--- config.mk ---
export PLATFORM = sky130hd
export DESIGN_NAME = kmp_line_matcher
export DESIGN_NICKNAME = d
export VERILOG_FILES = /design/src/kmp_pkg.sv /design/src/kmp_ram.sv /design/src/kmp_engine.sv /design/src/kmp_line_matcher.sv
export SDC_FILE = /design/constraint.sdc
export NUM_CORES = 1
export LEC_CHECK = 0
export BUFFER_PORTS_ARGS = -buffer_cell sky130_fd_sc_hd__buf_2
export CELL_PAD_IN_SITES_DETAIL_PLACEMENT = 0
export CELL_PAD_IN_SITES_GLOBAL_PLACEMENT = 1
export CORE_UTILIZATION = 30
export CTS_CLUSTER_SIZE = 14
export DETAILED_ROUTE_END_ITERATION = 6
export GPL_ROUTABILITY_DRIVEN = 0
export PLACE_DENSITY_LB_ADDON = 0.1
export REMOVE_ABC_BUFFERS = 1
export SKIP_LAST_GASP = 1
export SYNTH_ARGS = -nofsm -noshare
export SYNTH_HDL_FRONTEND = slang
export SYNTH_SLANG_ARGS = --single-unit
--- constraint.sdc ---
create_clock -name clk -period 6 [get_ports clk]
set_input_delay 0.3 -clock clk [delete_from_list [all_inputs] [get_ports clk]]
set_output_delay 0.3 -clock clk [all_outputs]
set_load 0.05 [all_outputs]
--- src/kmp_pkg.sv ---
// Shared types, constants and helpers for the KMP line matcher.
// Used by kmp_engine and kmp_line_matcher; no dependencies.
package kmp_pkg;

  localparam int MAX_PATTERN_DEF = 64;
  localparam int SYM_W           = 8;
  localparam int LINE_W          = 32;

  localparam logic [SYM_W-1:0] LOWER_FIRST = 8'h61;
  localparam logic [SYM_W-1:0] LOWER_LAST  = 8'h7A;
  localparam logic [SYM_W-1:0] CASE_OFFSET = 8'h20;

  typedef enum logic [1:0] {
    KIND_PAT  = 2'd0,
    KIND_TEXT = 2'd1,
    KIND_EOL  = 2'd2,
    KIND_NEW  = 2'd3
  } kind_t;

  typedef enum logic [2:0] {
    ST_IDLE,
    ST_PFAIL,
    ST_PLOAD,
    ST_READ,
    ST_EVAL,
    ST_TFULL,
    ST_TFWAIT
  } state_t;

  // accepted word handed from the top level to the engine
  typedef struct packed {
    logic             go;
    kind_t            kind;
    logic [SYM_W-1:0] sym;
  } cmd_t;

  typedef struct packed {
    logic busy;
    logic hit;
  } status_t;

  function automatic logic [SYM_W-1:0] fold(input logic [SYM_W-1:0] ch, input logic ic);
    logic [SYM_W-1:0] res;
    res = ch;
    if (ic && ch >= LOWER_FIRST && ch <= LOWER_LAST) begin
      res = ch - CASE_OFFSET;
    end
    return res;
  endfunction

endpackage

--- src/kmp_ram.sv ---
// Generic single-write, single-read RAM with registered read data.
// No dependencies.
module kmp_ram #(
  parameter int WIDTH = 8,
  parameter int DEPTH = 64,
  localparam int AW = (DEPTH > 1) ? $clog2(DEPTH) : 1
) (
  input  logic             clk,
  input  logic             we,
  input  logic [AW-1:0]    waddr,
  input  logic [WIDTH-1:0] wdata,
  input  logic [AW-1:0]    raddr,
  output logic [WIDTH-1:0] rdata
);

  logic [WIDTH-1:0] mem [DEPTH];
  logic [WIDTH-1:0] rdata_r;

  always_ff @(posedge clk) begin
    if (we) begin
      mem[waddr] <= wdata;
    end
    rdata_r <= mem[raddr];
  end

  assign rdata = rdata_r;

endmodule

--- src/kmp_engine.sv ---
// KMP sequencer: pattern store, failure table and the shared fallback compare loop.
// Depends on kmp_pkg and kmp_ram.
module kmp_engine #(
  parameter int MAX_PATTERN = kmp_pkg::MAX_PATTERN_DEF,
  localparam int LEN_W = $clog2(MAX_PATTERN + 1),
  localparam int IDX_W = (MAX_PATTERN > 1) ? $clog2(MAX_PATTERN) : 1
) (
  input  logic             clk,
  input  logic             rst_n,
  input  logic             ignore_case,
  input  kmp_pkg::cmd_t    cmd,
  output kmp_pkg::status_t status
);

  kmp_pkg::state_t state_r, state_nxt;
  logic [LEN_W-1:0] len_r, len_nxt;
  logic [LEN_W-1:0] pos_r, pos_nxt;
  logic [LEN_W-1:0] k_r, k_nxt;
  logic [kmp_pkg::SYM_W-1:0] c_r, c_nxt;
  logic [kmp_pkg::SYM_W-1:0] sym_r, sym_nxt;
  logic is_pat_r, is_pat_nxt;
  logic hit;

  logic                      s_we;
  logic [IDX_W-1:0]          s_waddr, s_raddr;
  logic [kmp_pkg::SYM_W-1:0] s_wdata, s_rdata;
  logic                      f_we;
  logic [IDX_W-1:0]          f_waddr, f_raddr;
  logic [LEN_W-1:0]          f_wdata, f_rdata;

  logic [LEN_W-1:0] len_m1, k_m1, k_inc;
  logic             eq;

  assign len_m1 = len_r - LEN_W'(1);
  assign k_m1   = k_r - LEN_W'(1);
  assign eq     = (kmp_pkg::fold(s_rdata, ignore_case) == c_r);
  assign k_inc  = k_r + LEN_W'(eq);

  kmp_ram #(.WIDTH(kmp_pkg::SYM_W), .DEPTH(MAX_PATTERN)) u_pat_ram (
    .clk   (clk),
    .we    (s_we),
    .waddr (s_waddr),
    .wdata (s_wdata),
    .raddr (s_raddr),
    .rdata (s_rdata)
  );

  kmp_ram #(.WIDTH(LEN_W), .DEPTH(MAX_PATTERN)) u_fail_ram (
    .clk   (clk),
    .we    (f_we),
    .waddr (f_waddr),
    .wdata (f_wdata),
    .raddr (f_raddr),
    .rdata (f_rdata)
  );

  always_ff @(posedge clk) begin
    if (!rst_n) begin
      state_r <= kmp_pkg::ST_IDLE;
      len_r   <= '0;
      pos_r   <= '0;
    end else begin
      state_r <= state_nxt;
      len_r   <= len_nxt;
      pos_r   <= pos_nxt;
    end
  end

  always_ff @(posedge clk) begin
    k_r      <= k_nxt;
    c_r      <= c_nxt;
    sym_r    <= sym_nxt;
    is_pat_r <= is_pat_nxt;
  end

  always_comb begin
    state_nxt  = state_r;
    len_nxt    = len_r;
    pos_nxt    = pos_r;
    k_nxt      = k_r;
    c_nxt      = c_r;
    sym_nxt    = sym_r;
    is_pat_nxt = is_pat_r;
    hit        = 1'b0;
    s_we       = 1'b0;
    s_waddr    = len_r[IDX_W-1:0];
    s_wdata    = sym_r;
    s_raddr    = k_r[IDX_W-1:0];
    f_we       = 1'b0;
    f_waddr    = len_r[IDX_W-1:0];
    f_wdata    = k_inc;
    f_raddr    = k_m1[IDX_W-1:0];
    if (state_r == kmp_pkg::ST_PFAIL || state_r == kmp_pkg::ST_TFULL) begin
      f_raddr = len_m1[IDX_W-1:0];
    end

    case (state_r)
      kmp_pkg::ST_IDLE: begin
        if (cmd.go) begin
          case (cmd.kind)
            kmp_pkg::KIND_PAT: begin
              // characters past the store size are dropped
              if (len_r < LEN_W'(MAX_PATTERN)) begin
                sym_nxt    = cmd.sym;
                c_nxt      = kmp_pkg::fold(cmd.sym, ignore_case);
                is_pat_nxt = 1'b1;
                if (len_r == '0) begin
                  s_we    = 1'b1;
                  s_wdata = cmd.sym;
                  f_we    = 1'b1;
                  f_wdata = '0;
                  len_nxt = LEN_W'(1);
                end else begin
                  state_nxt = kmp_pkg::ST_PFAIL;
                end
              end
            end
            kmp_pkg::KIND_TEXT: begin
              if (len_r == '0) begin
                hit = 1'b1;
              end else begin
                c_nxt      = kmp_pkg::fold(cmd.sym, ignore_case);
                is_pat_nxt = 1'b0;
                k_nxt      = (pos_r >= len_r) ? '0 : pos_r;
                state_nxt  = kmp_pkg::ST_READ;
              end
            end
            kmp_pkg::KIND_EOL: begin
              pos_nxt = '0;
            end
            default: begin
              len_nxt = '0;
              pos_nxt = '0;
            end
          endcase
        end
      end
      kmp_pkg::ST_PFAIL: begin
        state_nxt = kmp_pkg::ST_PLOAD;
      end
      kmp_pkg::ST_PLOAD: begin
        k_nxt     = f_rdata;
        state_nxt = kmp_pkg::ST_READ;
      end
      kmp_pkg::ST_READ: begin
        state_nxt = kmp_pkg::ST_EVAL;
      end
      kmp_pkg::ST_EVAL: begin
        if (k_r != '0 && !eq) begin
          // fall back one failure link and compare again
          k_nxt     = f_rdata;
          state_nxt = kmp_pkg::ST_READ;
        end else if (is_pat_r) begin
          s_we      = 1'b1;
          f_we      = 1'b1;
          len_nxt   = len_r + LEN_W'(1);
          state_nxt = kmp_pkg::ST_IDLE;
        end else if (k_inc >= len_r) begin
          hit       = 1'b1;
          state_nxt = kmp_pkg::ST_TFULL;
        end else begin
          pos_nxt   = k_inc;
          state_nxt = kmp_pkg::ST_IDLE;
        end
      end
      kmp_pkg::ST_TFULL: begin
        state_nxt = kmp_pkg::ST_TFWAIT;
      end
      kmp_pkg::ST_TFWAIT: begin
        pos_nxt   = f_rdata;
        state_nxt = kmp_pkg::ST_IDLE;
      end
      default: begin
        state_nxt = kmp_pkg::ST_IDLE;
      end
    endcase
  end

  assign status.busy = (state_r != kmp_pkg::ST_IDLE);
  assign status.hit  = hit;

  a_len_bound: assert property (@(posedge clk) disable iff (!rst_n)
    len_r <= LEN_W'(MAX_PATTERN))
    else $error("pattern length beyond store size");

  a_pos_below_len: assert property (@(posedge clk) disable iff (!rst_n)
    (len_r == '0) ? (pos_r == '0) : (pos_r < len_r))
    else $error("match position not below pattern length");

  a_k_below_len: assert property (@(posedge clk) disable iff (!rst_n)
    (state_r == kmp_pkg::ST_READ) |-> (k_r < len_r))
    else $error("compare index outside written pattern");

  a_go_only_idle: assert property (@(posedge clk) disable iff (!rst_n)
    cmd.go |-> (state_r == kmp_pkg::ST_IDLE))
    else $error("word accepted while sequencer busy");

endmodule

--- src/kmp_line_matcher.sv ---
// Top level of the streaming KMP line matcher: handshake, line bookkeeping, result register.
// Depends on kmp_pkg and kmp_engine.
//
// Pattern characters (kind 0) build the pattern and its failure table one
// word at a time; text characters (kind 1) advance the match; an end of line
// (kind 2) emits one result word with the saturating line number and hit flag;
// a new search (kind 3) clears the pattern and line count. The sequencer's
// compare loop reads the pattern RAM and failure RAM once per step, each step
// passing a read and an evaluate state: a text word runs one step plus one per
// failure fallback, then TFULL and TFWAIT on a complete match; a pattern word
// first passes PFAIL and PLOAD. Empty-pattern text words, the first pattern
// word, dropped overflow words, end of line and new search are taken in idle.
// Every word is held off while the sequencer is busy; an end of line is also
// held off while a previous result is still stalled at the output.
module kmp_line_matcher #(
  parameter int MAX_PATTERN = kmp_pkg::MAX_PATTERN_DEF
) (
  input  logic                       clk,
  input  logic                       rst_n,
  input  logic                       in_valid,
  output logic                       in_stall,
  input  logic [1:0]                 in_kind,
  input  logic [kmp_pkg::SYM_W-1:0]  in_symbol,
  output logic                       out_valid,
  input  logic                       out_stall,
  output logic [kmp_pkg::LINE_W-1:0] out_line_number,
  output logic                       out_matched,
  input  logic                       cfg_wr_en,
  input  logic                       cfg_wr_data
);

  kmp_pkg::cmd_t    cmd;
  kmp_pkg::status_t status;
  kmp_pkg::kind_t   kind;

  logic                       ignore_case_r;
  logic                       hit_r, hit_nxt;
  logic [kmp_pkg::LINE_W-1:0] line_r, line_nxt;
  logic                       out_valid_r, out_valid_nxt;
  logic [kmp_pkg::LINE_W-1:0] out_line_r, out_line_nxt;
  logic                       out_matched_r, out_matched_nxt;
  logic                       accept, eol_go;

  assign kind     = kmp_pkg::kind_t'(in_kind);
  assign in_stall = status.busy ||
                    (out_valid_r && out_stall && kind == kmp_pkg::KIND_EOL);
  assign accept   = in_valid && !in_stall;
  assign eol_go   = accept && kind == kmp_pkg::KIND_EOL;

  assign cmd.go   = accept;
  assign cmd.kind = kind;
  assign cmd.sym  = in_symbol;

  kmp_engine #(.MAX_PATTERN(MAX_PATTERN)) u_engine (
    .clk         (clk),
    .rst_n       (rst_n),
    .ignore_case (ignore_case_r),
    .cmd         (cmd),
    .status      (status)
  );

  always_comb begin
    hit_nxt         = hit_r | status.hit;
    line_nxt        = line_r;
    out_valid_nxt   = out_valid_r && out_stall;
    out_line_nxt    = out_line_r;
    out_matched_nxt = out_matched_r;
    if (eol_go) begin
      out_valid_nxt   = 1'b1;
      out_line_nxt    = line_r;
      out_matched_nxt = hit_r;
      hit_nxt         = 1'b0;
      if (line_r != '1) begin
        line_nxt = line_r + kmp_pkg::LINE_W'(1);
      end
    end else if (accept && kind == kmp_pkg::KIND_NEW) begin
      hit_nxt  = 1'b0;
      line_nxt = kmp_pkg::LINE_W'(1);
    end
  end

  always_ff @(posedge clk) begin
    if (!rst_n) begin
      ignore_case_r <= 1'b0;
      hit_r         <= 1'b0;
      line_r        <= kmp_pkg::LINE_W'(1);
      out_valid_r   <= 1'b0;
    end else begin
      if (cfg_wr_en) begin
        ignore_case_r <= cfg_wr_data;
      end
      hit_r       <= hit_nxt;
      line_r      <= line_nxt;
      out_valid_r <= out_valid_nxt;
    end
  end

  always_ff @(posedge clk) begin
    out_line_r    <= out_line_nxt;
    out_matched_r <= out_matched_nxt;
  end

  assign out_valid       = out_valid_r;
  assign out_line_number = out_line_r;
  assign out_matched     = out_matched_r;

  a_line_nonzero: assert property (@(posedge clk) disable iff (!rst_n)
    line_r != '0)
    else $error("line counter wrapped to zero");

  a_result_numbered: assert property (@(posedge clk) disable iff (!rst_n)
    eol_go |=> (out_valid_r && out_line_r == $past(line_r)))
    else $error("result word lost its line number");

  a_hit_cleared: assert property (@(posedge clk) disable iff (!rst_n)
    eol_go |=> !hit_r)
    else $error("hit flag survived end of line");

endmodule
# Word-level counts from Yosys, hierarchy flattened
# Memories as Yosys holds them, arrays and structs flattened. A register that Yosys moved wholly into a read port is not among the register bits.
# Index checks and enable logic that the tools add are counted.
[op_classes]
n_addsub = 7
n_lt_le_gt_ge = 7
eq_ne = 29
mux = 66
bitwise_logic = 2
reduce_logical = 34
[ops]
columns = ["op", "count"]
rows = [
  ["7-bit two-way mux", 20],
  ["32-bit two-way mux", 3],
  ["8-bit two-way mux", 9],
  ["7-bit one-hot mux with 3 select lines", 2],
  ["32-bit by 1-bit adder with 32-bit output, second input constant", 1],
  ["32-bit inequality test, second input constant", 1],
  ["7-bit one-hot mux with 2 select lines", 2],
  ["3-bit two-way mux", 7],
  ["2-bit inequality test, second input constant", 9],
  ["3-bit one-hot mux with 6 select lines", 1],
  ["8-bit by 7-bit >= comparator with 1-bit output, second input constant", 2],
  ["8-bit by 7-bit <= comparator with 1-bit output, second input constant", 2],
  ["1-bit two-way mux", 16],
  ["8-bit one-hot mux with 2 select lines", 1],
  ["8-bit by 6-bit subtractor with 8-bit output, second input constant", 2],
  ["5-bit AND reduction", 3],
  ["7-bit >= comparator", 2],
  ["6-bit by 1-bit subtractor with 6-bit output, second input constant", 2],
  ["1-bit logical AND", 10],
  ["3-bit == test, second input constant", 3],
  ["3-bit inequality test, second input constant", 3],
  ["3-bit nonzero test", 3],
  ["8-bit == test", 1],
  ["2-bit by 1-bit inequality test with 1-bit output, second input constant", 4],
  ["other kinds (26)", 36],
]
[word_totals]
regBits = 109
ramBits = 960
in_bits = 16
output_inout_bits = 35
n_memories = 2
[memory_table]
columns = ["memory", "words", "word_bits", "read_ports", "rd_clocked_by_memory_dff", "write_ports", "line", "source"]
rows = [
  ["u_engine.u_pat_ram.mem", 64, 8, 1, 1, 1, "kmp_ram.sv:16", "logic [WIDTH-1:0] mem [DEPTH];"],
  ["u_engine.u_fail_ram.mem", 64, 7, 1, 1, 1, "kmp_ram.sv:16", ""],
]

# Logic depth before layout (Yosys ltp)
# Gate-level depths: netlist of run 1.
[logic_depth]
word_depth = 12
mapped_depth = 16
depth_no_buf = 16

# By module
# Synthesis of run 1 repeated with hierarchy kept, for this count alone.
[hier_totals]
cells_unflattened = 2410
hier_area_um2 = 43872.1
[modules_own_cells]
columns = ["mod", "n_inst", "cells_each", "area_per_inst_um2", "seq_area_each_um2"]
rows = [
  ["kmp_ram at u_engine.u_pat_ram", 1, 940, 20166.8, 15534.9],
  ["kmp_ram at u_engine.u_fail_ram", 1, 837, 17673.2, 13593.0],
  ["kmp_line_matcher", 1, 287, 3054.2, 1691.6],
  ["kmp_engine", 1, 346, 2977.9, 1061.0],
]

# Worst setup path after synthesis of run 1
# OpenSTA, ideal clock, no wires.
[synth_timing]
path_type = "register -> register"
startpoint = "register u_engine.u_pat_ram.rdata_r[0], in the netlist u_engine.u_pat_ram.rdata[0], read port of u_engine.u_pat_ram.mem"
endpoint = "memory u_engine.u_fail_ram.mem[0][4] in the netlist's numbering (data pin)"
setup_ns = 0.516
t_arrival_ns = 3.901
t_required_ns = 5.484
path_slack_ns = 1.583
path_stages_with_launch = 11
period_less_slack_ns = 4.417
path_cell_list = "dfxtp_1 or4_1 nor2_1 o2111ai_1 a211oi_1 and2_1 ha_1 ha_1 nand3_1 xnor2_1 nor2b_1"
[synth_between]
elab_chain_cells = 11
word_cells_on_any_way = 13
cone_classes = "add/sub (2); order compare (2); eq/ne (1); mux (6); reduce/logical (2)"
[synth_rtl]
columns = ["item", "line", "source"]
rows = [
  ["start: declaration", "kmp_ram.sv:17", "logic [WIDTH-1:0] rdata_r;"],
  ["8-bit by 7-bit >= comparator with 1-bit output", "kmp_pkg.sv:45", "if (ic && ch >= LOWER_FIRST && ch <= LOWER_LAST) begin"],
  ["1-bit logical AND (2 in a row)", "kmp_pkg.sv:45", ""],
  ["8-bit two-way mux (*)", "kmp_pkg.sv:45", ""],
  ["8-bit == test (*)", "kmp_engine.sv:36", "assign eq = (kmp_pkg::fold(s_rdata, ignore_case) == c_r);"],
  ["7-bit by 1-bit adder with 7-bit output (*)", "kmp_engine.sv:37", "assign k_inc = k_r + LEN_W'(eq);"],
  ["7-bit two-way mux", "kmp_engine.sv:107", "if (len_r == '0) begin"],
  ["7-bit two-way mux", "kmp_engine.sv:103", "if (len_r < LEN_W'(MAX_PATTERN)) begin"],
  ["7-bit two-way mux", "kmp_engine.sv:100", "case (cmd.kind)"],
  ["7-bit two-way mux", "kmp_engine.sv:99", "if (cmd.go) begin"],
  ["7-bit two-way mux (*)", "kmp_engine.sv:97", "case (state_r)"],
  ["named net u_engine.f_wdata[4]", "kmp_engine.sv:29", "logic [LEN_W-1:0] f_wdata, f_rdata;"],
  ["end: declaration", "kmp_ram.sv:16", ""],
]
# Mark *: on every way through the listed nets, which the timed path passes. The rest lies on a longest branch.

# Worst setup path after layout of run 1
[layout_timing]
startpoint = "register u_engine.u_pat_ram.rdata_r[0], in the netlist u_engine.u_pat_ram.rdata[0], read port of u_engine.u_pat_ram.mem"
endpoint = "register u_engine.pos_r[3]"
[layout_between]
elab_chain_cells = 10
word_cells_on_any_way = 18
cone_classes = "add/sub (2); order compare (3); eq/ne (3); mux (5); reduce/logical (5)"
[layout_rtl]
columns = ["item", "line", "source"]
rows = [
  ["8-bit by 7-bit >= comparator with 1-bit output", "kmp_pkg.sv:45", ""],
  ["1-bit logical AND (2 in a row)", "kmp_pkg.sv:45", ""],
  ["8-bit two-way mux (*)", "kmp_pkg.sv:45", ""],
  ["8-bit == test (*)", "kmp_engine.sv:36", ""],
  ["parallel branches: the longest is 5 deep, another holds 7-bit by 1-bit adder with 7-bit output", "--", ""],
  ["end signal: assignment", "kmp_engine.sv:65", "pos_r <= pos_nxt;"],
  ["end: declaration", "kmp_engine.sv:17", "logic [LEN_W-1:0] pos_r, pos_nxt;"],
]
# Mark *: on every way between the ends. The select of a mux whose other input is x is not followed.
# A chain may end at the register's enable or synchronous reset.

==> impl_metrics.json, run 1 <==
{
  "cts_tree": "done",
  "tightest_slew_ps": 1200,
  "numCtsBuffers": 118,
  "synthArstFlopShare": 0,
  "cts_root_buffer": "clkbuf_16",
  "fmax_mhz": 215,
  "min_period_ps": 4640,
  "clock_skew_ps": 29.6,
  "maxCapViolCount": 0,
  "grt_pass1_vias": 22300,
  "setup_viol": 0,
  "h-tree-depth": 3,
  "vias": 21200,
  "cp-start-kind": "flip-flop",
  "syn2layout_area_growth_pct": 17.3,
  "cp.arrival_ps": 5250,
  "placementRows": 138,
  "crit_path_max_incr_delay_ps": 550,
  "cts_buffer_depth": 3,
  "cp_slowest_cell": "or4_1",
  "whs_ps": 204,
  "path_class": "reg -> reg",
  "antenna_found_initial": 4,
  "grt_pass1_wl_um": 167000,
  "netlist-cell-type-count": 74,
  "post_cts_buffers": 0,
  "dr.first_iter.drc_count": 1581,
  "crit_top_cell": "ha_1",
  "rsz0062_at_grt": "no",
  "synth.cell_area_sq_um": 43100,
  "core_area_sq_um": 142000,
  "avgSynthCellArea_sq_um": 20.5,
  "io_pins": 51,
  "ys.warnings.count": 0,
  "clk_latency_ps": 730,
  "die-area_sq_um": 145000,
  "hold_viol_final": 0,
  "finalNetCount": 2318,
  "ctsResizeCount": 0,
  "grt_max_degree": 133,
  "relSlewSlack": 0.201,
  "io_buffers": 50,
  "synth-edff-count": 1017,
  "status": "complete, no violations",
  "path_cells": "or4_1, nor2_1, o311ai_1, a211oi_1, and2_1, ha_1, ha_1, nand3_1, xnor2_1, ha_1, a2111oi_0, o21a_1, o211ai_1, o2bb2ai_1, a221o_1",
  "place_hpwl_um": 69800,
  "start_util": 0.303,
  "critPathCaptureType": "flip-flop",
  "clock-sinks": 1084,
  "synth_top_area_frac": 0.708,
  "synth_flop_cell": "edfxtp_1",
  "wl_per_cell_um": 27.3,
  "ctsHoldBuffers": 12,
  "cp_max_fo": 7,
  "routed_wl_um": 116000,
  "fillers": 13100,
  "drv_slew": 0,
  "synth.ff_latch_count": 1084,
  "p_leak_uw": 0.0161,
  "drc_errors": 0,
  "grt_overflow": 0,
  "max-vdd-ir-drop_uv": 211,
  "clk_pin_slew_ps": 60,
  "synth_seq_area_share": 0.739,
  "r2r_setup_slack_ps": 1360,
  "die_h_um": 381,
  "synthTopCellsByArea": "edfxtp_1 71%, mux4_2 15%, dfxtp_1 3.1%",
  "cp.required_ps": 6600,
  "vias_per_cell": 4.97,
  "min-delay-path-class": "in -> reg",
  "synthCells": 2102,
  "yosys-top-cells-count": "1,017 x edfxtp_1, 280 x mux4_2, 112 x mux2i_1",
  "finalCritPeriodShare": 0.774,
  "dr.pass1.iters": 5,
  "layout-drive-gt1-share": 0.297,
  "grt_usage": 0.162,
  "die_w_um": 381,
  "synth.most_common_cell": "edfxtp_1",
  "synth_largest_area_cell": "edfxtp_1",
  "p_total_uw": 16100,
  "p_per_area_nw_per_um2": 319,
  "antenna_left": 0
}
## logic make-up (layout without fill, tap and decap cells)
kind of cell | after synthesis | count (layout) | share of synthesized area
flops | 1084 | 1084 | 0.739
mux | 400 | 400 | 0.174
simple gates | 312 | 312 | 0.0387
buf+inv | 134 | 407 | 0.0145
compound gates | 119 | 119 | 0.0195
xor+xnor | 27 | 27 | 0.00592
fa+ha+maj | 26 | 26 | 0.00755
other cells | 0 | 1 | 0
## critical path: cells and delay by family (launching register included)
kind	cells	cell delay [ps]
adders and majority gates	3	730
xor gates and xnor gates	1	370
AOI/OAI and AO/OA	7	2050
and+or+nand+nor	4	1050
DFF	1	330
## routing by layer
metal  GRT usage  up-vias  wire [um]
met5           0        -          0
met4      0.0509        0       2950
met3      0.0242      149       4270
met2       0.264      452      56500
met1       0.221    11500      52700
li1            -     9134          -
## power by group
| group | switching [uW] | internal, uW |
|---|---|---|
| clock | 3000 | 4460 |
| sequential | 13.1 | 8260 |
| combinational | 278 | 117 |
| total | 3290 | 12800 |
## state kept, by name, indices dropped and copies added, names as in the netlist
register / cells
hit_r: 1
ignore_case_r: 1
line_r: 32
out_line_number: 32
out_matched: 1
out_valid: 1
u_engine.c_r: 8
u_engine.is_pat_r: 1
u_engine.k_r: 7
u_engine.len_r: 7
u_engine.pos_r: 7
u_engine.state_r: 3
u_engine.sym_r: 8
u_engine.u_fail_ram.mem: 448
u_engine.u_fail_ram.rdata: 7
u_engine.u_pat_ram.mem: 512
u_engine.u_pat_ram.rdata: 8
## per-stage QoR
stage / cell area, sq um / setup TNS [ps] / utilization / setup WS [ps] / instances
after floorplan: 42600 / -3149670 / - / -20900 / 1996
after global placement: 46500 / 0 / 0.327 / 1420 / 4034
after detailed placement: 46500 / 0 / 0.327 / 1460 / 4034
after CTS: 50600 / 0 / 0.356 / 1370 / 4265
after global routing: 50600 / 0 / 0.356 / 992 / 4265
final: 50600 / 0 / 0.356 / 1360 / 4266
## cells in the final DEF, fill, tap and decap left out, drive strengths merged, types with 7 or more instances in the layout
master	Yosys	layout
a21oi	21	21
a32oi	7	7
and2	9	9
and3	20	20
buf	59	148
bufinv	0	19
clkbuf	47	142
clkinv	1	51
dfxtp	67	67
dlygate4sd3	0	12
edfxtp	1017	1017
ha	26	26
inv	27	29
mux2	8	8
mux2i	112	112
mux4	280	280
nand2	47	47
nand2b	7	7
nand3	44	44
nand3b	10	10
nand4	10	10
nor2	41	41
nor3	79	79
o21a	12	12
o21ai	24	24
or3	8	8
or4	10	10
xnor2	10	10
xor2	17	17
## area by class of cell
class / instances / area, sq um / share of cell area
sequential: 1084 / 31900 / 0.630
multi-input combinational: 884 / 11100 / 0.219
clock buffer: 142 / 3090 / 0.0610
tap: 1890 / 2360 / 0.0468
timing repair buffer: 160 / 1170 / 0.0231
clock inverter: 77 / 891 / 0.0176
inverter: 28 / 105 / 0.00208
antenna: 1 / 2.50 / 0.0000495
## final timing paths
check                                    from                end  cells past startpoint
hold / removal                     in_kind[0]  u_engine.is_pat_r                      3
setup reg to reg  u_engine.u_pat_ram.rdata[0]  u_engine.pos_r[3]                     15
setup / recovery  u_engine.u_pat_ram.rdata[0]  u_engine.pos_r[3]                     15
hold reg to reg                         hit_r        out_matched                      0
Note: power is estimated with default switching activity, not from simulation.
==> run 2: changes to the inputs <==
clock period = 4.9 ns   (was 6 ns; I/O delays follow)
==> impl_metrics.json, run 2 (synthesis results as in run 1) <==
{
  "status": "complete, no violations",
  "setup_viol": 0,
  "largest_reg_flops": 512,
  "antenna_left": 0,
  "clk_pin_slew_ps": 60,
  "maxCapViolCount": 0,
  "start_util": 0.303,
  "cp_max_fo": 7,
  "wl_per_cell_um": 27.3,
  "crit_top_cell": "ha_1",
  "layout.cells.most_common": "edfxtp_1",
  "fillers": 13200,
  "antenna_found_initial": 1,
  "grt_usage": 0.162,
  "rr_endpoint": "u_engine.pos_r[0]",
  "r2r_cells": 15,
  "clock-sinks": 1084,
  "endpoint": "u_engine.pos_r[0]",
  "numCtsBuffers": 119,
  "fin_ws_ps": 367,
  "r2r_setup_slack_ps": 370,
  "die_h_um": 381,
  "regToRegStartpoint": "u_engine.u_pat_ram.rdata[0]",
  "dr.pass1.iters": 5,
  "p_per_area_nw_per_um2": 385,
  "core_area_sq_um": 142000,
  "die-area_sq_um": 145000,
  "path_buf_inv": 0,
  "io_pins": 51,
  "layout-drive-gt1-share": 0.303,
  "crit_path_max_incr_delay_ps": 540,
  "grt_overflow": 0,
  "path_class": "reg -> reg",
  "cts_tree": "done",
  "cp.arrival_ps": 5140,
  "crit_cells": 15,
  "layout_common_cells": "1,017 x edfxtp_1, 280 x mux4_2, 122 x clkbuf_16",
  "use_met1": 0.222,
  "critPathCaptureType": "flip-flop",
  "path_cells": "or4_1, nor2_1, o2111ai_1, a211oi_1, and2_1, ha_1, ha_1, nand3_1, xnor2_2, ha_1, a2111oi_0, o21a_1, o211ai_1, o2bb2ai_1, a221o_1",
  "place_hpwl_um": 70900,
  "cp_top_family": "compound AO/OA/AOI/OAI gates",
  "drc_errors": 0,
  "routed_wl_um": 117000,
  "cp-start-kind": "flip-flop",
  "p_leak_uw": 0.0161,
  "placementRows": 138,
  "post-place-ws_ps": 319,
  "vias_per_cell": 4.92,
  "fmax_mhz": 221,
  "grt_pass1_vias": 22200,
  "regMostFlops": "u_engine.u_pat_ram.mem",
  "vias": 21100,
  "drv_slew": 0,
  "relSlewSlack": 0.191,
  "max-vdd-ir-drop_uv": 271,
  "clock_skew_ps": 44.4,
  "cts_root_buffer": "clkbuf_16",
  "finalCritPeriodShare": 0.925,
  "fin_tns_setup_ps": 0,
  "hold_viol_final": 0,
  "cts_buffer_depth": 3,
  "startpoint": "u_engine.u_pat_ram.rdata[0]",
  "grt_max_degree": 97,
  "h-tree-depth": 3,
  "min_period_ps": 4530,
  "grt_util_met2": 0.267,
  "die_w_um": 381,
  "min-delay-path-class": "in -> reg",
  "rsz0062_at_grt": "no",
  "syn2layout_area_growth_pct": 17.7,
  "top_usage_layer": "met2",
  "grt_pass1_wl_um": 168000,
  "tightest_slew_ps": 1210,
  "grtUsageMet3": 0.0239,
  "clk_latency_ps": 740,
  "io_buffers": 50,
  "reg.largest.list": "u_engine.u_pat_ram.mem x512, u_engine.u_fail_ram.mem x448",
  "cp.required_ps": 5510,
  "cp_slowest_cell": "or4_1",
  "dr.first_iter.drc_count": 1723,
  "finalNetCount": 2347,
  "post_cts_buffers": 0
}
-- run 2: cell count changes in the layout (fill, tap and decap cells not counted), moves of 2 or more --
cell | previous run | this run
clkinv_2 | 29 | 23
nor3_2 | 56 | 66
clkinv_1 | 19 | 23
buf_12 | 5 | 12
nor3_4 | 10 | 0
clkinv_4 | 2 | 0
clkbuf_1 | 22 | 24
clkbuf_16 | 120 | 122
clkinv_16 | 0 | 2
clkbuf_8 | 0 | 8
bufinv_16 | 19 | 11
buf_4 | 93 | 113
-- run 2: layout make-up --
| type | instances | area (sq um) | share of cell area |
|---|---|---|---|
| diodes | 2 | 5.00 | 0.0000986 |
| clock buffers | 154 | 3250 | 0.0641 |
| clock inverters | 66 | 658 | 0.0130 |
| inverters | 28 | 105 | 0.00207 |
| multi-input cells | 884 | 11000 | 0.217 |
| flip-flops and latches | 1084 | 31900 | 0.628 |
| well taps | 1890 | 2360 | 0.0466 |
| repair buffers | 188 | 1470 | 0.0289 |
-- run 2: layer usage --
layer	vias to the layer above	part of all wire
met1	11300	0.45
met5	-	0
met3	127	0.041
met4	0	0.022
li1	9191	-
met2	466	0.49
-- run 2: timing repair --
item                       4_1_cts  5_1_grt
hold endpoints to repair        27        0
setup endpoints to repair        0        5
gates resized for setup          0        1
hold buffers                    13        0
-- run 2: how the worst min path moves through the flow --
| stage | from | cells after the start | endpoint | slack [ps] |
|---|---|---|---|---|
| 2_1_floorplan | rst_n | 1 | line_r[0] | 310 |
| 3_3_place_gp | hit_r | 0 | out_matched | 430 |
| 3_5_place_dp | hit_r | 0 | out_matched | 430 |
| 4_1_cts | in_kind[0] | 3 | u_engine.is_pat_r | 30 |
| 5_1_grt | in_kind[0] | 3 | u_engine.is_pat_r | 100 |
| 6_report | in_kind[0] | 3 | u_engine.is_pat_r | 110 |
-- run 2: metrics by stage --
| stage | hold slack [ps] | power [uW] | area [sq um] | cells | utilization |
|---|---|---|---|---|---|
| 2_1_floorplan | 307 | 10600 | 42600 | 1996 | - |
| 3_3_place_gp | 434 | 10800 | 46700 | 4061 | 0.329 |
| 3_5_place_dp | 434 | 10800 | 46700 | 4061 | 0.329 |
| 4_1_cts | 26.2 | 19800 | 50700 | 4294 | 0.357 |
| 5_1_grt | 102 | 20200 | 50700 | 4294 | 0.357 |
| 6_report | 107 | 19500 | 50700 | 4296 | 0.357 |
-- run 2: power by group --
group	leakage, uW	internal, uW	switching, uW	total, uW
clock	0.00190	5230	3670	8900
sequential	0.00976	10100	14.9	10100
combinational	0.00448	156	350	506
-- run 2: worst register-to-register path: cells and delay by family (launching register included) --
family | cells | cell delay [ps]
AOI/OAI and AO/OA | 7 | 2020
and+or+nand+nor | 4 | 1080
adders and majority gates | 3 | 700
DFF | 1 | 330
xor gates and xnor gates | 1 | 290
==> run 3: changes to the inputs <==
CORE_ASPECT_RATIO = 0.5   (was default)
==> impl_metrics.json, run 3 (synthesis results as in run 1) <==
{
  "status": "complete, no violations",
  "vias_per_cell": 5.00,
  "placementRows": 97,
  "grt_overflow": 0,
  "rsz0062_at_grt": "no",
  "cp-start-kind": "flip-flop",
  "hold_viol_final": 0,
  "h-tree-depth": 3,
  "die-area_sq_um": 145000,
  "clock-sinks": 1084,
  "fin_util": 0.355,
  "die_h_um": 270,
  "cts_root_buffer": "clkbuf_16",
  "min_from": "in_valid",
  "core_area_sq_um": 141000,
  "cp.required_ps": 5500,
  "cp_max_fo": 7,
  "relSlewSlack": 0.220,
  "r2r_cells": 15,
  "grt_pass1_vias": 21800,
  "whs_ps": 82.0,
  "dr.pass1.iters": 6,
  "grt_max_degree": 100,
  "p_leak_uw": 0.0159,
  "finalNetCount": 2343,
  "layout-drive-gt1-share": 0.299,
  "regToRegStartpoint": "u_engine.u_pat_ram.rdata[0]",
  "die_w_um": 538,
  "min-delay-path-class": "in -> reg",
  "cts_buffer_depth": 3,
  "tightest_slew_ps": 1160,
  "path_class": "reg -> reg",
  "io_buffers": 50,
  "maxCapViolCount": 0,
  "hold_end": "out_valid",
  "r2r_setup_slack_ps": 390,
  "reg.largest.list": "u_engine.u_pat_ram.mem x512, u_engine.u_fail_ram.mem x448",
  "path_buf_inv": 0,
  "finalCritPeriodShare": 0.921,
  "io_pins": 51,
  "drc_errors": 0,
  "max-vdd-ir-drop_uv": 250,
  "routed_wl_um": 120000,
  "dr.first_iter.drc_count": 2093,
  "clk_pin_slew_ps": 70,
  "cp.arrival_ps": 5110,
  "place_inst": 4063,
  "clk_latency_ps": 720,
  "fmax_mhz": 222,
  "antenna_left": 0,
  "start_util": 0.305,
  "crit_cells": 15,
  "grt_pass1_wl_um": 170000,
  "rr_endpoint": "u_engine.pos_r[0]",
  "crit_path_max_incr_delay_ps": 550,
  "place_hpwl_um": 74200,
  "clock_skew_ps": 35.4,
  "wl_per_cell_um": 28.2,
  "path_cells": "or4_1, nor2_1, o2111ai_1, a211oi_2, and2_1, ha_1, ha_1, nand3_1, xnor2_1, ha_1, a2111oi_0, o21a_1, o211ai_1, o2bb2ai_1, a221o_1",
  "min_period_ps": 4510,
  "cts_tree": "done",
  "largest_reg_flops": 512,
  "crit_top_cell": "ha_1",
  "vias": 21300,
  "numCtsBuffers": 105,
  "holdPathStages": 4,
  "antenna_found_initial": 16,
  "grt_usage": 0.167,
  "setup_viol": 0,
  "regMostFlops": "u_engine.u_pat_ram.mem",
  "layout_common_cells": "1,017 x edfxtp_1, 280 x mux4_2, 124 x buf_4",
  "post_cts_buffers": 0,
  "cp_slowest_cell": "or4_1",
  "cp_top_family": "compound AO/OA/AOI/OAI gates",
  "syn2layout_area_growth_pct": 16.3,
  "p_total_uw": 18500,
  "drv_slew": 0,
  "p_per_area_nw_per_um2": 369,
  "final_cell_count_no_fill": 4267,
  "layout.cells.most_common": "edfxtp_1",
  "critPathCaptureType": "flip-flop"
}
## run 3: worst max path at each step
stage / start / to
floorplan: u_engine.k_r[0] / u_engine.u_fail_ram.rdata[0]
global placement: u_engine.u_pat_ram.rdata[0] / u_engine.pos_r[3]
detailed placement: u_engine.u_pat_ram.rdata[0] / u_engine.pos_r[0]
CTS: u_engine.u_pat_ram.rdata[0] / u_engine.pos_r[0]
global route: u_engine.u_pat_ram.rdata[0] / u_engine.pos_r[0]
finish: u_engine.u_pat_ram.rdata[0] / u_engine.pos_r[0]
## run 3: layout make-up
type | count | area, sq um
diodes | 4 | 10.0
clock buffers | 126 | 2730
clock inverters | 62 | 505
fillers | 13200 | 91100
inverters | 28 | 105
multi-input cells | 884 | 11000
flip-flops and latches | 1084 | 31900
well taps | 1881 | 2350
repair buffers | 198 | 1540
## run 3: worst min-delay path, delay by kind of cell
kind            cells  cell delay, ps
buf+inv             2             290
simple gates        1              90
compound gates      1              90
## run 3: routing by layer
metal / vias up / share of wire / global-route usage
li1: 9185 / - / -
met1: 11500 / 0.49 / 0.254
met2: 547 / 0.43 / 0.243
met3: 130 / 0.055 / 0.0337
met4: 2 / 0.018 / 0.0379
met5: - / 0.00010 / 0
## run 3: through the flow
stage	cell area, sq um	worst slack [ps]	setup TNS [ps]
floorplan	42600	-22000	-4742470
global placement	46800	368	0
detailed placement	46800	354	0
CTS	50100	324	0
global route	50100	16.0	0
finish	50100	388	0
## run 3: timing repair
action,in CTS,in global routing
hold buffers,12,0
gates resized for setup,0,1
hold endpoints to repair,19,0
endpoints found under the setup margin,0,6
## run 3: report_power, final
part | internal, uW | leakage, uW | switching, uW
registers | 10100 | 0.00976 | 17.2
clock network | 4370 | 0.00161 | 3500
logic | 153 | 0.00453 | 355
total | 14600 | 0.0159 | 3870
